`config.mk`:
```
export PLATFORM = sky130hd
export DESIGN_NAME = clock_scale_factor
export DESIGN_NICKNAME = d
export VERILOG_FILES = /design/src/rtl/csf_pkg.sv /design/src/rtl/csf_norm.sv /design/src/rtl/csf_div.sv /design/src/rtl/clock_scale_factor.sv
export SDC_FILE = /design/constraint.sdc
export NUM_CORES = 1
export LEC_CHECK = 0
export BUFFER_PORTS_ARGS = -buffer_cell sky130_fd_sc_hd__buf_2
export CAP_MARGIN = 20
export CORE_UTILIZATION = 50
export DETAILED_ROUTE_END_ITERATION = 16
export MAX_ROUTING_LAYER = met4
export PLACE_DENSITY = 0.77
export SYNTH_ARGS = -nofsm -noshare
export SYNTH_HDL_FRONTEND = slang
export SYNTH_SLANG_ARGS = --single-unit
```
`constraint.sdc`:
```
create_clock -name clk -period 7.4 [get_ports clk]
set_input_delay 0.37 -clock clk [delete_from_list [all_inputs] [get_ports clk]]
set_output_delay 0.37 -clock clk [all_outputs]
set_load 0.02 [all_outputs]
```
`src/rtl/csf_pkg.sv`:
```
// shared types and constants for the clock scale factor block
package csf_pkg;

    localparam int unsigned FREQ_W = 64;
    localparam int unsigned MUL_W  = 32;
    localparam int unsigned EXP_W  = 8;
    localparam int unsigned CNT_W  = 5;

    localparam logic [FREQ_W-1:0] NS_PER_SEC  = 64'd1000000000;
    localparam logic [FREQ_W-1:0] Y_LIMIT     = 64'h0000_0000_8000_0000;
    localparam logic [EXP_W-1:0]  START_EXPO  = 8'sd32;
    localparam int unsigned       TOP_BIT     = 63;
    localparam logic [CNT_W-1:0]  LAST_STEP   = 5'd31;

    typedef struct packed {
        logic [FREQ_W-1:0] x;
        logic [MUL_W-1:0]  y;
        logic [EXP_W-1:0]  expo;
        logic              invalid;
    } csf_norm_t;

endpackage

```
`src/rtl/csf_norm.sv`:
```
// normalization of the ratio x/y, one shift per cycle
module csf_norm
    import csf_pkg::*;
(
    input  logic              clk,
    input  logic              rst_n,
    input  logic              in_valid,
    output logic              in_ready,
    input  logic [FREQ_W-1:0] tick_frequency,
    output logic              norm_valid,
    input  logic              norm_ready,
    output csf_norm_t         norm
);

    typedef enum logic [2:0] {
        ST_IDLE,
        ST_SHRINK_Y,
        ST_GROW_X,
        ST_RAISE,
        ST_FIT,
        ST_DONE
    } state_t;

    state_t            state_reg;
    logic [FREQ_W-1:0] x_reg;
    logic [FREQ_W-1:0] y_reg;
    logic [EXP_W-1:0]  expo_reg;
    logic              invalid_reg;

    logic [FREQ_W-1:0] y_sh31;
    logic [FREQ_W-1:0] y_sh32;

    assign y_sh31 = y_reg << 31;
    assign y_sh32 = y_reg << 32;

    assign in_ready   = (state_reg == ST_IDLE);
    assign norm_valid = (state_reg == ST_DONE);
    assign norm.x       = x_reg;
    assign norm.y       = y_reg[MUL_W-1:0];
    assign norm.expo    = expo_reg;
    assign norm.invalid = invalid_reg;

    always_ff @(posedge clk or negedge rst_n)
    begin
        if (!rst_n)
        begin
            state_reg   <= ST_IDLE;
            x_reg       <= '0;
            y_reg       <= '0;
            expo_reg    <= '0;
            invalid_reg <= 1'b0;
        end
        else
        begin
            case (state_reg)
                ST_IDLE:
                begin
                    if (in_valid)
                    begin
                        x_reg       <= NS_PER_SEC;
                        y_reg       <= tick_frequency;
                        expo_reg    <= START_EXPO;
                        invalid_reg <= (tick_frequency == '0);
                        state_reg   <= (tick_frequency == '0) ? ST_DONE : ST_SHRINK_Y;
                    end
                end
                ST_SHRINK_Y:
                begin
                    if (y_reg >= Y_LIMIT)
                    begin
                        y_reg    <= y_reg >> 1;
                        expo_reg <= expo_reg - 8'd1;
                    end
                    else
                    begin
                        state_reg <= ST_GROW_X;
                    end
                end
                ST_GROW_X:
                begin
                    if ((x_reg < y_sh31) && !x_reg[TOP_BIT])
                    begin
                        x_reg    <= x_reg << 1;
                        expo_reg <= expo_reg - 8'd1;
                    end
                    else
                    begin
                        state_reg <= ST_RAISE;
                    end
                end
                ST_RAISE:
                begin
                    if (x_reg < y_reg)
                    begin
                        y_reg    <= y_reg >> 1;
                        expo_reg <= expo_reg + 8'd1;
                    end
                    else
                    begin
                        state_reg <= ST_FIT;
                    end
                end
                ST_FIT:
                begin
                    if (x_reg >= y_sh32)
                    begin
                        x_reg    <= x_reg >> 1;
                        expo_reg <= expo_reg + 8'd1;
                    end
                    else
                    begin
                        state_reg <= ST_DONE;
                    end
                end
                ST_DONE:
                begin
                    if (norm_ready)
                    begin
                        state_reg <= ST_IDLE;
                    end
                end
                default:
                begin
                    state_reg <= ST_IDLE;
                end
            endcase
        end
    end

endmodule

```
`src/rtl/csf_div.sv`:
```
// restoring 64 by 32 division, one quotient bit per cycle, with output register
module csf_div
    import csf_pkg::*;
(
    input  logic             clk,
    input  logic             rst_n,
    input  logic             norm_valid,
    output logic             norm_ready,
    input  csf_norm_t        norm,
    output logic             out_valid,
    input  logic             out_ready,
    output logic [MUL_W-1:0] multiplier,
    output logic [EXP_W-1:0] shift_amount,
    output logic             freq_invalid
);

    typedef enum logic [1:0] {
        ST_IDLE,
        ST_RUN,
        ST_DONE
    } state_t;

    state_t           state_reg;
    logic [MUL_W-1:0] rem_reg;
    logic [MUL_W-1:0] quo_reg;
    logic [MUL_W-1:0] den_reg;
    logic [EXP_W-1:0] expo_reg;
    logic             invalid_reg;
    logic [CNT_W-1:0] cnt_reg;

    logic [MUL_W-1:0] trial;
    logic             fits;

    assign trial = {rem_reg[MUL_W-2:0], quo_reg[MUL_W-1]};
    assign fits  = (trial >= den_reg);

    assign norm_ready   = (state_reg == ST_IDLE);
    assign out_valid    = (state_reg == ST_DONE);
    assign multiplier   = quo_reg;
    assign shift_amount = expo_reg;
    assign freq_invalid = invalid_reg;

    always_ff @(posedge clk or negedge rst_n)
    begin
        if (!rst_n)
        begin
            state_reg   <= ST_IDLE;
            rem_reg     <= '0;
            quo_reg     <= '0;
            den_reg     <= '0;
            expo_reg    <= '0;
            invalid_reg <= 1'b0;
            cnt_reg     <= '0;
        end
        else
        begin
            case (state_reg)
                ST_IDLE:
                begin
                    if (norm_valid)
                    begin
                        cnt_reg     <= '0;
                        den_reg     <= norm.y;
                        invalid_reg <= norm.invalid;
                        if (norm.invalid)
                        begin
                            rem_reg   <= '0;
                            quo_reg   <= '0;
                            expo_reg  <= '0;
                            state_reg <= ST_DONE;
                        end
                        else
                        begin
                            rem_reg   <= norm.x[FREQ_W-1:MUL_W];
                            quo_reg   <= norm.x[MUL_W-1:0];
                            expo_reg  <= norm.expo;
                            state_reg <= ST_RUN;
                        end
                    end
                end
                ST_RUN:
                begin
                    rem_reg <= fits ? (trial - den_reg) : trial;
                    quo_reg <= {quo_reg[MUL_W-2:0], fits};
                    cnt_reg <= cnt_reg + 5'd1;
                    if (cnt_reg == LAST_STEP)
                    begin
                        state_reg <= ST_DONE;
                    end
                end
                ST_DONE:
                begin
                    if (out_ready)
                    begin
                        state_reg <= ST_IDLE;
                    end
                end
                default:
                begin
                    state_reg <= ST_IDLE;
                end
            endcase
        end
    end

endmodule

```
`src/rtl/clock_scale_factor.sv`:
```
// top level of the clock scale factor block
//
//  channel | handshake           | payload
//  --------+---------------------+------------------------------------------
//  in      | in_valid / in_ready | tick_frequency
//  out     | out_valid/out_ready | multiplier, shift_amount, freq_invalid
//
// normalization shifts x or y one bit at a time over its passes: shrink y, grow x, raise, fit
// the divider produces the 32 quotient bits one at a time; zero frequency skips both
// normalizer and divider run one beat each, so the next beat can normalize
// while a finished result waits in the output register
// rst_n clears all control state asynchronously
module clock_scale_factor
    import csf_pkg::*;
(
    input  logic              clk,
    input  logic              rst_n,
    input  logic              in_valid,
    output logic              in_ready,
    input  logic [FREQ_W-1:0] tick_frequency,
    output logic              out_valid,
    input  logic              out_ready,
    output logic [MUL_W-1:0]  multiplier,
    output logic signed [EXP_W-1:0] shift_amount,
    output logic              freq_invalid
);

    logic      norm_valid;
    logic      norm_ready;
    csf_norm_t norm;
    logic [EXP_W-1:0] shift_bits;

    csf_norm u_norm (
        .clk            (clk),
        .rst_n          (rst_n),
        .in_valid       (in_valid),
        .in_ready       (in_ready),
        .tick_frequency (tick_frequency),
        .norm_valid     (norm_valid),
        .norm_ready     (norm_ready),
        .norm           (norm)
    );

    csf_div u_div (
        .clk          (clk),
        .rst_n        (rst_n),
        .norm_valid   (norm_valid),
        .norm_ready   (norm_ready),
        .norm         (norm),
        .out_valid    (out_valid),
        .out_ready    (out_ready),
        .multiplier   (multiplier),
        .shift_amount (shift_bits),
        .freq_invalid (freq_invalid)
    );

    assign shift_amount = $signed(shift_bits);

endmodule

```
==> impl_metrics.yaml, run 1 <==
power:
  p_leak_nw: 8.34
  irDropWorstVdd_mv: 0.357
  pwr-share-comb: 0.566
  intPower_mw: 5.41
  p_sw_mw: 5.04
  seqPwrFrac: 0.287
  design_power_total_mw: 10.4
  clock_power_share: 0.147
  p_sw_frac: 0.482
  p_per_area_nw_per_um2: 564
timing:
  fin_setup_tns_ns: 0
  finalHoldViolCount: 0
  fmax_mhz: 248
  skew_ns: 0.0145
  maxSlewViolCount: 0
  min_period_ns: 4.03
  setup_ws_ns: 3.37
  finalCritPeriodShare: 0.544
  setup_viol: 0
  slew-limit-headroom: 0.251
  whs_ns: 0.130
  rsz0062_at_grt: "false"
  worst_pin_slew_ns: 1.12
placement:
  place_ws_ns: 3.48
  io_buffer_count: 110
  gp_congestion: 0.977
  place_hpwl_um: 34900
detailed_routing:
  routed_via_density: 6.20
  drc_errors: 0
  firstDrtPassIters: 6
  vias: 14900
  final_antenna_net_count: 0
  drtIter0Drc: 1529
  wl_per_cell_um: 20.0
  finalWirelength_um: 48000
final_layout:
  final_core_util: 0.568
  fillers: 2835
  final_nets: 2180
  synthToLayoutAreaGrowth_pct: 11.7
  final_layout_size_suffix_gt1_frac: 0.106
  antenna_cells: 0
global_route:
  grt_use_total: 0.295
  grt_max_degree: 129
  antenna_found_initial: 0
  grt_pass1_vias: 14100
  grt_overflow: 0
  grt_pass1_wl_um: 76800
cts:
  clock_tree.root_cell: "clkbuf_16"
  clkSinkCount: 251
  cts_buffers: 28
  clk_pin_slew_ns: 0.07
  tritoncts: "built"
  clk_latency_ns: 0.55
  cts_max_path_buffers: 3
  h-tree-depth: 1
  cts_resized: 0
floorplan:
  die_w_um: 184
  core_area_sq_um: 32600
  die_area_sq_um: 33900
  start_util: 0.508
  io_pins: 111
  placementRows: 66
  die_h_um: 184
worst_setup_path:
  cp.arrival_ns: 4.39
  cp-end-kind: "flip-flop"
  crit_start: "u_norm.x_reg[55]$_DFFE_PN0P_"
  r2r-start: "u_norm.x_reg[55]$_DFFE_PN0P_"
  cp_max_fo: 128
  critical_path_class: "flip-flop to flip-flop"
  cp.required_ns: 7.76
  cp-start-kind: "flip-flop"
logic_synthesis:
  synth_top_cell_area_share: 0.379
  ys_ff_latch: 251
  synthTopCellsByCount: "nand2_1, dfrtp_1, ha_1, o21ai_0, a21oi_1"
  yosys_warnings: 0
  synth_cell_types: 69
  synth_ff_type: "dfrtp_1"
  synth.most_common_cell: "nand2_1"
  synth_nets: 2129
  yosys.area.top_type: "dfrtp_1"
  synth-seq-area-share: 0.379
  synth_area_sq_um: 16600
  synth.avg_cell_area_sq_um: 8.76
  synth_edf_count: 0
  synth.area.top_cells: "dfrtp_1, ha_1, nand2_1"
  async_flop_share: 1.00
  synthCells: 1892
flow_run:
  cap_viol_max_count: 0
outcome:
  status: "finished clean"
worst_hold_path:
  hold_class: "input port to flip-flop"
  min_from: "tick_frequency[48]"
area by class of cell:
cell class,count,area [sq um],share of cell area
Clock buffer,38,810,0.0437
Clock inverter,14,211,0.0114
Inverter,111,417,0.0225
Multi-Input combinational cell,1424,9530,0.515
Sequential cell,251,6280,0.339
Tap cell,442,553,0.0299
Timing Repair Buffer,127,718,0.0388
through the flow:
step	area (sq um)	instances
finish	18500	2407
global route	18500	2407
CTS	18500	2406
detailed placement	17500	2353
global placement	17400	2352
floorplan	16600	1892
cell families after synthesis:
group | after synthesis | share of synthesized area
compound gates | 577 | 0.218
xor+xnor | 29 | 0.0153
fa+ha+maj | 169 | 0.128
buf+inv | 217 | 0.0504
flops | 251 | 0.379
mux | 75 | 0.0462
simple gates | 574 | 0.163
layout by cell type, fill, tap and decap left out, types with 29 or more instances in the layout:
cell / count
nor2_1: 113
mux2i_1: 66
inv_1: 111
ha_1: 167
nand2_1: 253
a211oi_1: 40
a21o_1: 41
nor3b_1: 34
a21oi_1: 137
buf_2: 109
nor4_1: 32
dfrtp_1: 251
o21ai_0: 166
clkbuf_16: 29
a22oi_1: 96
nand4_1: 30
worst max-delay path, stage by stage (launching register included):
cell	delay, ns
dfrtp_1	0.48
ha_1	0.36
a211oi_1	0.21
o21ai_0	0.15
a21oi_1	0.17
a2111oi_0	0.08
a2111oi_0	0.91
nand2_1	0.31
a211o_4	0.75
nand2_1	0.19
o21ai_0	0.13
final timing paths:
check | end | slack (ns) | cells after the start
hold reg to reg | u_div.shift_amount[0]$_DFFE_PN0P_ | 0.47 | 2
hold / removal | u_norm.y_reg[48]$_DFFE_PN0P_ | 0.13 | 3
setup / recovery | u_norm.y_reg[0]$_DFFE_PN0P_ | 3.37 | 10
max in group asynchronous | u_norm.x_reg[33]$_DFFE_PN0P_ | 5.53 | 3
setup reg to reg | u_norm.y_reg[0]$_DFFE_PN0P_ | 3.37 | 10
min in group asynchronous | u_div.rem_reg[2]$_DFFE_PN0P_ | 0.44 | 2
power by group through the flow:
stage               clock network [mW]  registers (mW)  logic [mW]
floorplan                            0            2.68        4.45
global placement                     0            2.93        5.52
detailed placement                   0            2.97        5.79
CTS                               1.55            2.95        5.84
global route                      1.61            3.06        6.68
finish                            1.54            2.99        5.91
layer usage:
metal  routed length [um]  track usage  up-vias
met4                 2260        0.122        0
met2                21500        0.445      654
li1                     -            -     6974
met5                    0            -        -
met1                20700        0.404     7179
met3                 3530       0.0352      118
repair_timing:
action,in CTS,in global routing
hold buffers,1,0
endpoints found under the hold margin,97,0
setup buffers,0,0
No activity file was read; power rests on OpenSTA's default activity.
==> run 2, diff against run 1 <==
--- a/config.mk
+++ b/config.mk
@@ -10,7 +10,7 @@
 export CORE_UTILIZATION = 50
 export DETAILED_ROUTE_END_ITERATION = 16
 export MAX_ROUTING_LAYER = met4
-export PLACE_DENSITY = 0.77
+export PLACE_DENSITY = 0.79
 export SYNTH_ARGS = -nofsm -noshare
 export SYNTH_HDL_FRONTEND = slang
 export SYNTH_SLANG_ARGS = --single-unit
==> constraint.sdc (replaced) <==
create_clock -name clk -period 3.6 [get_ports clk]
set_input_delay 0.18 -clock clk [delete_from_list [all_inputs] [get_ports clk]]
set_output_delay 0.18 -clock clk [all_outputs]
set_load 0.02 [all_outputs]
==> run 2 against run 1 <==
Effect of this change: largest power group unchanged; first-iteration DRC count decreased by 5.7%; largest cell class unchanged; wire length increased by 5.3%; total power increased by 110%; critical path depth unchanged; clock skew decreased by 0.0055 ns; utilization increased by 1.9 points; die area unchanged; fmax increased by 17%; final cell count increased by 2.8%; hold slack got worse by 0.12 ns; sequential power increased by 100%.
==> impl_metrics.yaml, run 2 (synthesis results as in run 1) <==
outcome:
  status: "finished clean"
final_layout:
  final_common_cell: "nand2_1"
  fillers: 2761
  final_nets: 2244
  seq_area_sq_um: 6280
  multiInputGateArea_sq_um: 9540
  final_cells: 2474
  final_core_util: 0.586
  final_layout_size_suffix_gt1_frac: 0.108
  synthToLayoutAreaGrowth_pct: 15.3
  final_cell_mix: "nand2_1, dfrtp_1, ha_1, o21ai_0, a21oi_1"
timing:
  maxSlewViolCount: 0
  setup_viol: 0
  skew_ns: 0.00893
  worst_pin_slew_ns: 1.17
  min_period_ns: 3.44
  slew-limit-headroom: 0.222
  fmax_mhz: 290
  setup_ws_ns: 0.157
  fin_setup_tns_ns: 0
  finalCritPeriodShare: 0.957
  finalHoldViolCount: 0
worst_setup_path:
  r2r-start: "u_norm.x_reg[33]$_DFFE_PN0P_"
  r2r_end: "u_norm.x_reg[50]$_DFFE_PN0P_"
  cp.required_ns: 4.00
  critical_path_class: "flip-flop to flip-flop"
  cp-end-kind: "flip-flop"
  cp_max_fo: 63
  crit_start: "u_norm.x_reg[33]$_DFFE_PN0P_"
  cp-start-kind: "flip-flop"
  cp.arrival_ns: 3.84
  critPathCapture: "u_norm.x_reg[50]$_DFFE_PN0P_"
  r2r_cells: 10
  r2r_slack_ns: 0.16
cts:
  postCtsSetupRepairBufs: 0
  cts_buffers: 28
  tritoncts: "built"
  cts_max_path_buffers: 3
  clk_pin_slew_ns: 0.06
  clkSinkCount: 251
  clk_latency_ns: 0.55
  clock_tree.root_cell: "clkbuf_16"
  h-tree-depth: 1
floorplan:
  core_area_sq_um: 32600
  die_area_sq_um: 33900
  placementRows: 66
  die_h_um: 184
  start_util: 0.508
  die_w_um: 184
  io_pins: 111
global_route:
  grt_use_total: 0.308
  grt_max_degree: 129
  grt_pass1_wl_um: 80100
  grt_overflow: 0
  antenna_found_initial: 3
  grt_pass1_vias: 14900
placement:
  gp_congestion: 0.954
  place_ws_ns: 0.289
  place_hpwl_um: 35800
  numPlacedInstances: 2369
  io_buffer_count: 110
detailed_routing:
  wl_per_cell_um: 20.5
  routed_via_density: 6.25
  drtIter0Drc: 1442
  vias: 15500
  finalWirelength_um: 50600
  final_antenna_net_count: 0
  drc_errors: 0
  firstDrtPassIters: 5
flow_run:
  cap_viol_max_count: 0
power:
  irDropWorstVdd_mv: 0.562
  p_per_area_nw_per_um2: 1130
  p_leak_nw: 8.61
worst_hold_path:
  hold_class: "input port to flip-flop"
## run 2: changes by cell type in the layout (fill, tap and decap cells not counted), moves of 4 or more
cell	change
buf_12	+5
buf_4	+11
clkbuf_1	+5
diode_2	+4
dlygate4sd3_1	+48
## run 2: final cells by class
type	count	area share
Inverter	111	0.0218
Multi-Input combinational cell	1424	0.499
Timing Repair Buffer	191	0.0721
Clock buffer	46	0.0455
Antenna cell	4	0.000523
Clock inverter	5	0.00425
Tap cell	442	0.0289
Sequential cell	251	0.328
## run 2: worst min path at each step
stage	start	end	cells past startpoint
after floorplan	rst_n	u_div.cnt_reg[0]$_DFFE_PN0P_	0
after global placement	rst_n	u_div.multiplier[16]$_DFFE_PN0P_	1
after detailed placement	rst_n	u_div.multiplier[16]$_DFFE_PN0P_	1
after CTS	tick_frequency[9]	u_norm.y_reg[9]$_DFFE_PN0P_	3
after global routing	tick_frequency[12]	u_norm.y_reg[12]$_DFFE_PN0P_	3
final	tick_frequency[11]	u_norm.y_reg[11]$_DFFE_PN0P_	3
## run 2: report_power, final
| part | switching [mW] | internal, mW |
|---|---|---|
| combinational | 7.41 | 5.22 |
| clock | 1.16 | 1.78 |
| sequential | 1.77 | 4.23 |
## run 2: repair_timing
action | CTS | global route
resized for setup | 0 | 7
endpoints found under the hold margin | 135 | 0
setup endpoints to repair | 0 | 72
hold buffers | 49 | 0
## run 2: worst max-delay path: stages, from the launching register on
cell	delay, ns
dfrtp_1	0.50
ha_1	0.37
nor4b_1	0.30
nand4_1	0.20
nor4_1	0.31
o2111ai_1	0.20
a21oi_1	0.30
nor3b_1	0.15
o32ai_4	0.36
buf_8	0.40
a21oi_1	0.14
## run 2: layer usage
layer	vias up	routed length [um]	track usage	part of all wire
li1	7111	-	-	-
met1	7527	21300	0.407	0.42
met2	690	23000	0.472	0.45
met3	146	4000	0.0454	0.079
met4	0	2280	0.133	0.045
met5	-	0	-	0
## run 2: through the flow
stage          instance area [sq um]  hold WS [ns]  total power, mW
2_1_floorplan                  16600        -0.116             14.7
4_1_cts                        19100      0.000329             21.2
5_1_grt                        19100       0.00597             23.3
6_report                       19100        0.0145             21.6
3_3_place_gp                   17600         0.240             17.6
3_5_place_dp                   17600         0.241             18.2
==> run 3, diff against run 2 <==
--- a/config.mk
+++ b/config.mk
@@ -9,6 +9,7 @@
 export CAP_MARGIN = 20
 export CORE_UTILIZATION = 50
 export DETAILED_ROUTE_END_ITERATION = 16
+export HOLD_SLACK_MARGIN = 0.05
 export MAX_ROUTING_LAYER = met4
 export PLACE_DENSITY = 0.79
 export SYNTH_ARGS = -nofsm -noshare
==> run 3 against run 2 <==
Effect of this change: via count increased by 1.5%; global-route usage rose by 0.55 points; final cell count grew 0.69%; largest cell class unchanged; largest power group unchanged.
==> impl_metrics.yaml, run 3 (synthesis results as in run 1) <==
outcome:
  status: "finished clean"
floorplan:
  die_area_sq_um: 33900
  die_w_um: 184
  start_util: 0.508
  core_area_sq_um: 32600
  placementRows: 66
  die_h_um: 184
  io_pins: 111
worst_setup_path:
  cp-start-kind: "flip-flop"
  cp_max_fo: 32
  slowest_stage: "dfrtp_1"
  cp.depth: 11
  crit_path_cell_trace: "ha_1 -> nor4b_1 -> nand4_1 -> nor4_1 -> o2111ai_1 -> a21oi_1 -> nor3b_1 -> o32ai_4 -> buf_6 -> nor2_1 -> a21oi_1"
  critical_path.max_stage_delay_ns: 0.50
  path_buf_inv: 1
  r2r_cells: 11
  cp-end-kind: "flip-flop"
  cp.required_ns: 4.07
  cp.arrival_ns: 3.86
  crit_top_cell: "a21oi_1"
  r2r_slack_ns: 0.21
  critical_path_class: "flip-flop to flip-flop"
  path_delay_family: "compound AO/OA/AOI/OAI gates"
final_layout:
  fillers: 2728
  final_common_cell: "nand2_1"
  final_core_util: 0.592
  synthToLayoutAreaGrowth_pct: 16.5
  final_cell_mix: "nand2_1, dfrtp_1, ha_1, o21ai_0, a21oi_1"
  final_layout_size_suffix_gt1_frac: 0.107
  stdcell_area_sq_um: 19300
  final_nets: 2263
  final_cells: 2491
detailed_routing:
  firstDrtPassIters: 7
  vias: 15700
  drc_errors: 0
  final_antenna_net_count: 0
  drtIter0Drc: 1586
  finalWirelength_um: 52000
  wl_per_cell_um: 20.9
  routed_via_density: 6.30
timing:
  finalCritPeriodShare: 0.942
  fin_setup_tns_ns: 0
  skew_ns: 0.0138
  min_period_ns: 3.39
  slew-limit-headroom: 0.225
  fmax_mhz: 295
  finalHoldViolCount: 0
  setup_viol: 0
  maxSlewViolCount: 0
  worst_pin_slew_ns: 1.16
  setup_ws_ns: 0.210
  rsz0062_at_grt: "false"
placement:
  gp_congestion: 0.954
  numPlacedInstances: 2369
  io_buffer_count: 110
  post_dp_cell_area_sq_um: 17600
  place_ws_ns: 0.289
  place_hpwl_um: 35800
cts:
  clock_tree.root_cell: "clkbuf_16"
  clkSinkCount: 251
  cts_buffers: 28
  clk_pin_slew_ns: 0.06
  tritoncts: "built"
  h-tree-depth: 1
  cts_max_path_buffers: 3
  clk_latency_ns: 0.55
global_route:
  grt_max_degree: 129
  grt_overflow: 0
  grt_pass1_wl_um: 81300
  antenna_found_initial: 2
  grt_pass1_vias: 15100
  grt_use_total: 0.313
power:
  p_leak_nw: 8.69
  irDropWorstVdd_mv: 0.564
  p_per_area_nw_per_um2: 1120
worst_hold_path:
  hold_class: "input port to flip-flop"
  worstHoldPathCells: 3
flow_run:
  cap_viol_max_count: 0
run 3: timing repair:
action,4_1_cts,5_1_grt
resized for setup,0,6
hold buffers,66,0
hold endpoints to repair,152,0
buffers inserted,0,1
setup endpoints to repair,0,73
run 3: power by group:
| part | internal (mW) | total, mW | switching [mW] |
|---|---|---|---|
| sequential | 4.23 | 6.01 | 1.78 |
| clock | 1.78 | 2.95 | 1.17 |
| combinational | 5.26 | 12.7 | 7.49 |
run 3: final cells by class:
class	instances	area (sq um)	share of cell area
tap	442	553	0.0286
sequential	251	6280	0.325
inverter	111	417	0.0216
timing repair buffer	210	1570	0.0814
clock buffer	46	870	0.0450
antenna	2	5.00	0.000259
multi-input combinational	1424	9530	0.494
clock inverter	5	81.3	0.00421
run 3: final timing paths:
path	start	endpoint
hold reg to reg	u_div.shift_amount[4]$_DFFE_PN0P_	u_div.shift_amount[4]$_DFFE_PN0P_
setup reg to reg	u_norm.x_reg[33]$_DFFE_PN0P_	u_norm.x_reg[59]$_DFFE_PN0P_
hold / removal	tick_frequency[5]	u_norm.y_reg[5]$_DFFE_PN0P_
max in group asynchronous	rst_n	u_div.rem_reg[11]$_DFFE_PN0P_
min in group asynchronous	rst_n	u_div.multiplier[16]$_DFFE_PN0P_
setup / recovery	u_norm.x_reg[33]$_DFFE_PN0P_	u_norm.x_reg[59]$_DFFE_PN0P_
run 3: worst min-delay path: stages:
cell,delay [ns]
buf_2,0.15
mux2i_1,0.14
o21ai_0,0.10
run 3: metrics by stage:
step / total power, mW / hold WS, ns
2_1_floorplan: 14.7 / -0.116
4_1_cts: 21.3 / 0.0581
3_3_place_gp: 17.6 / 0.240
6_report: 21.7 / 0.0901
3_5_place_dp: 18.2 / 0.241
5_1_grt: 23.5 / 0.0851
run 3: metal layers:
| metal | vias up | GRT usage | share of wire |
|---|---|---|---|
| met2 | 792 | 0.482 | 0.46 |
| met4 | 0 | 0.136 | 0.048 |
| met3 | 167 | 0.0528 | 0.087 |
| li1 | 7151 | - | - |
| met1 | 7592 | 0.408 | 0.41 |
| met5 | - | - | 0 |
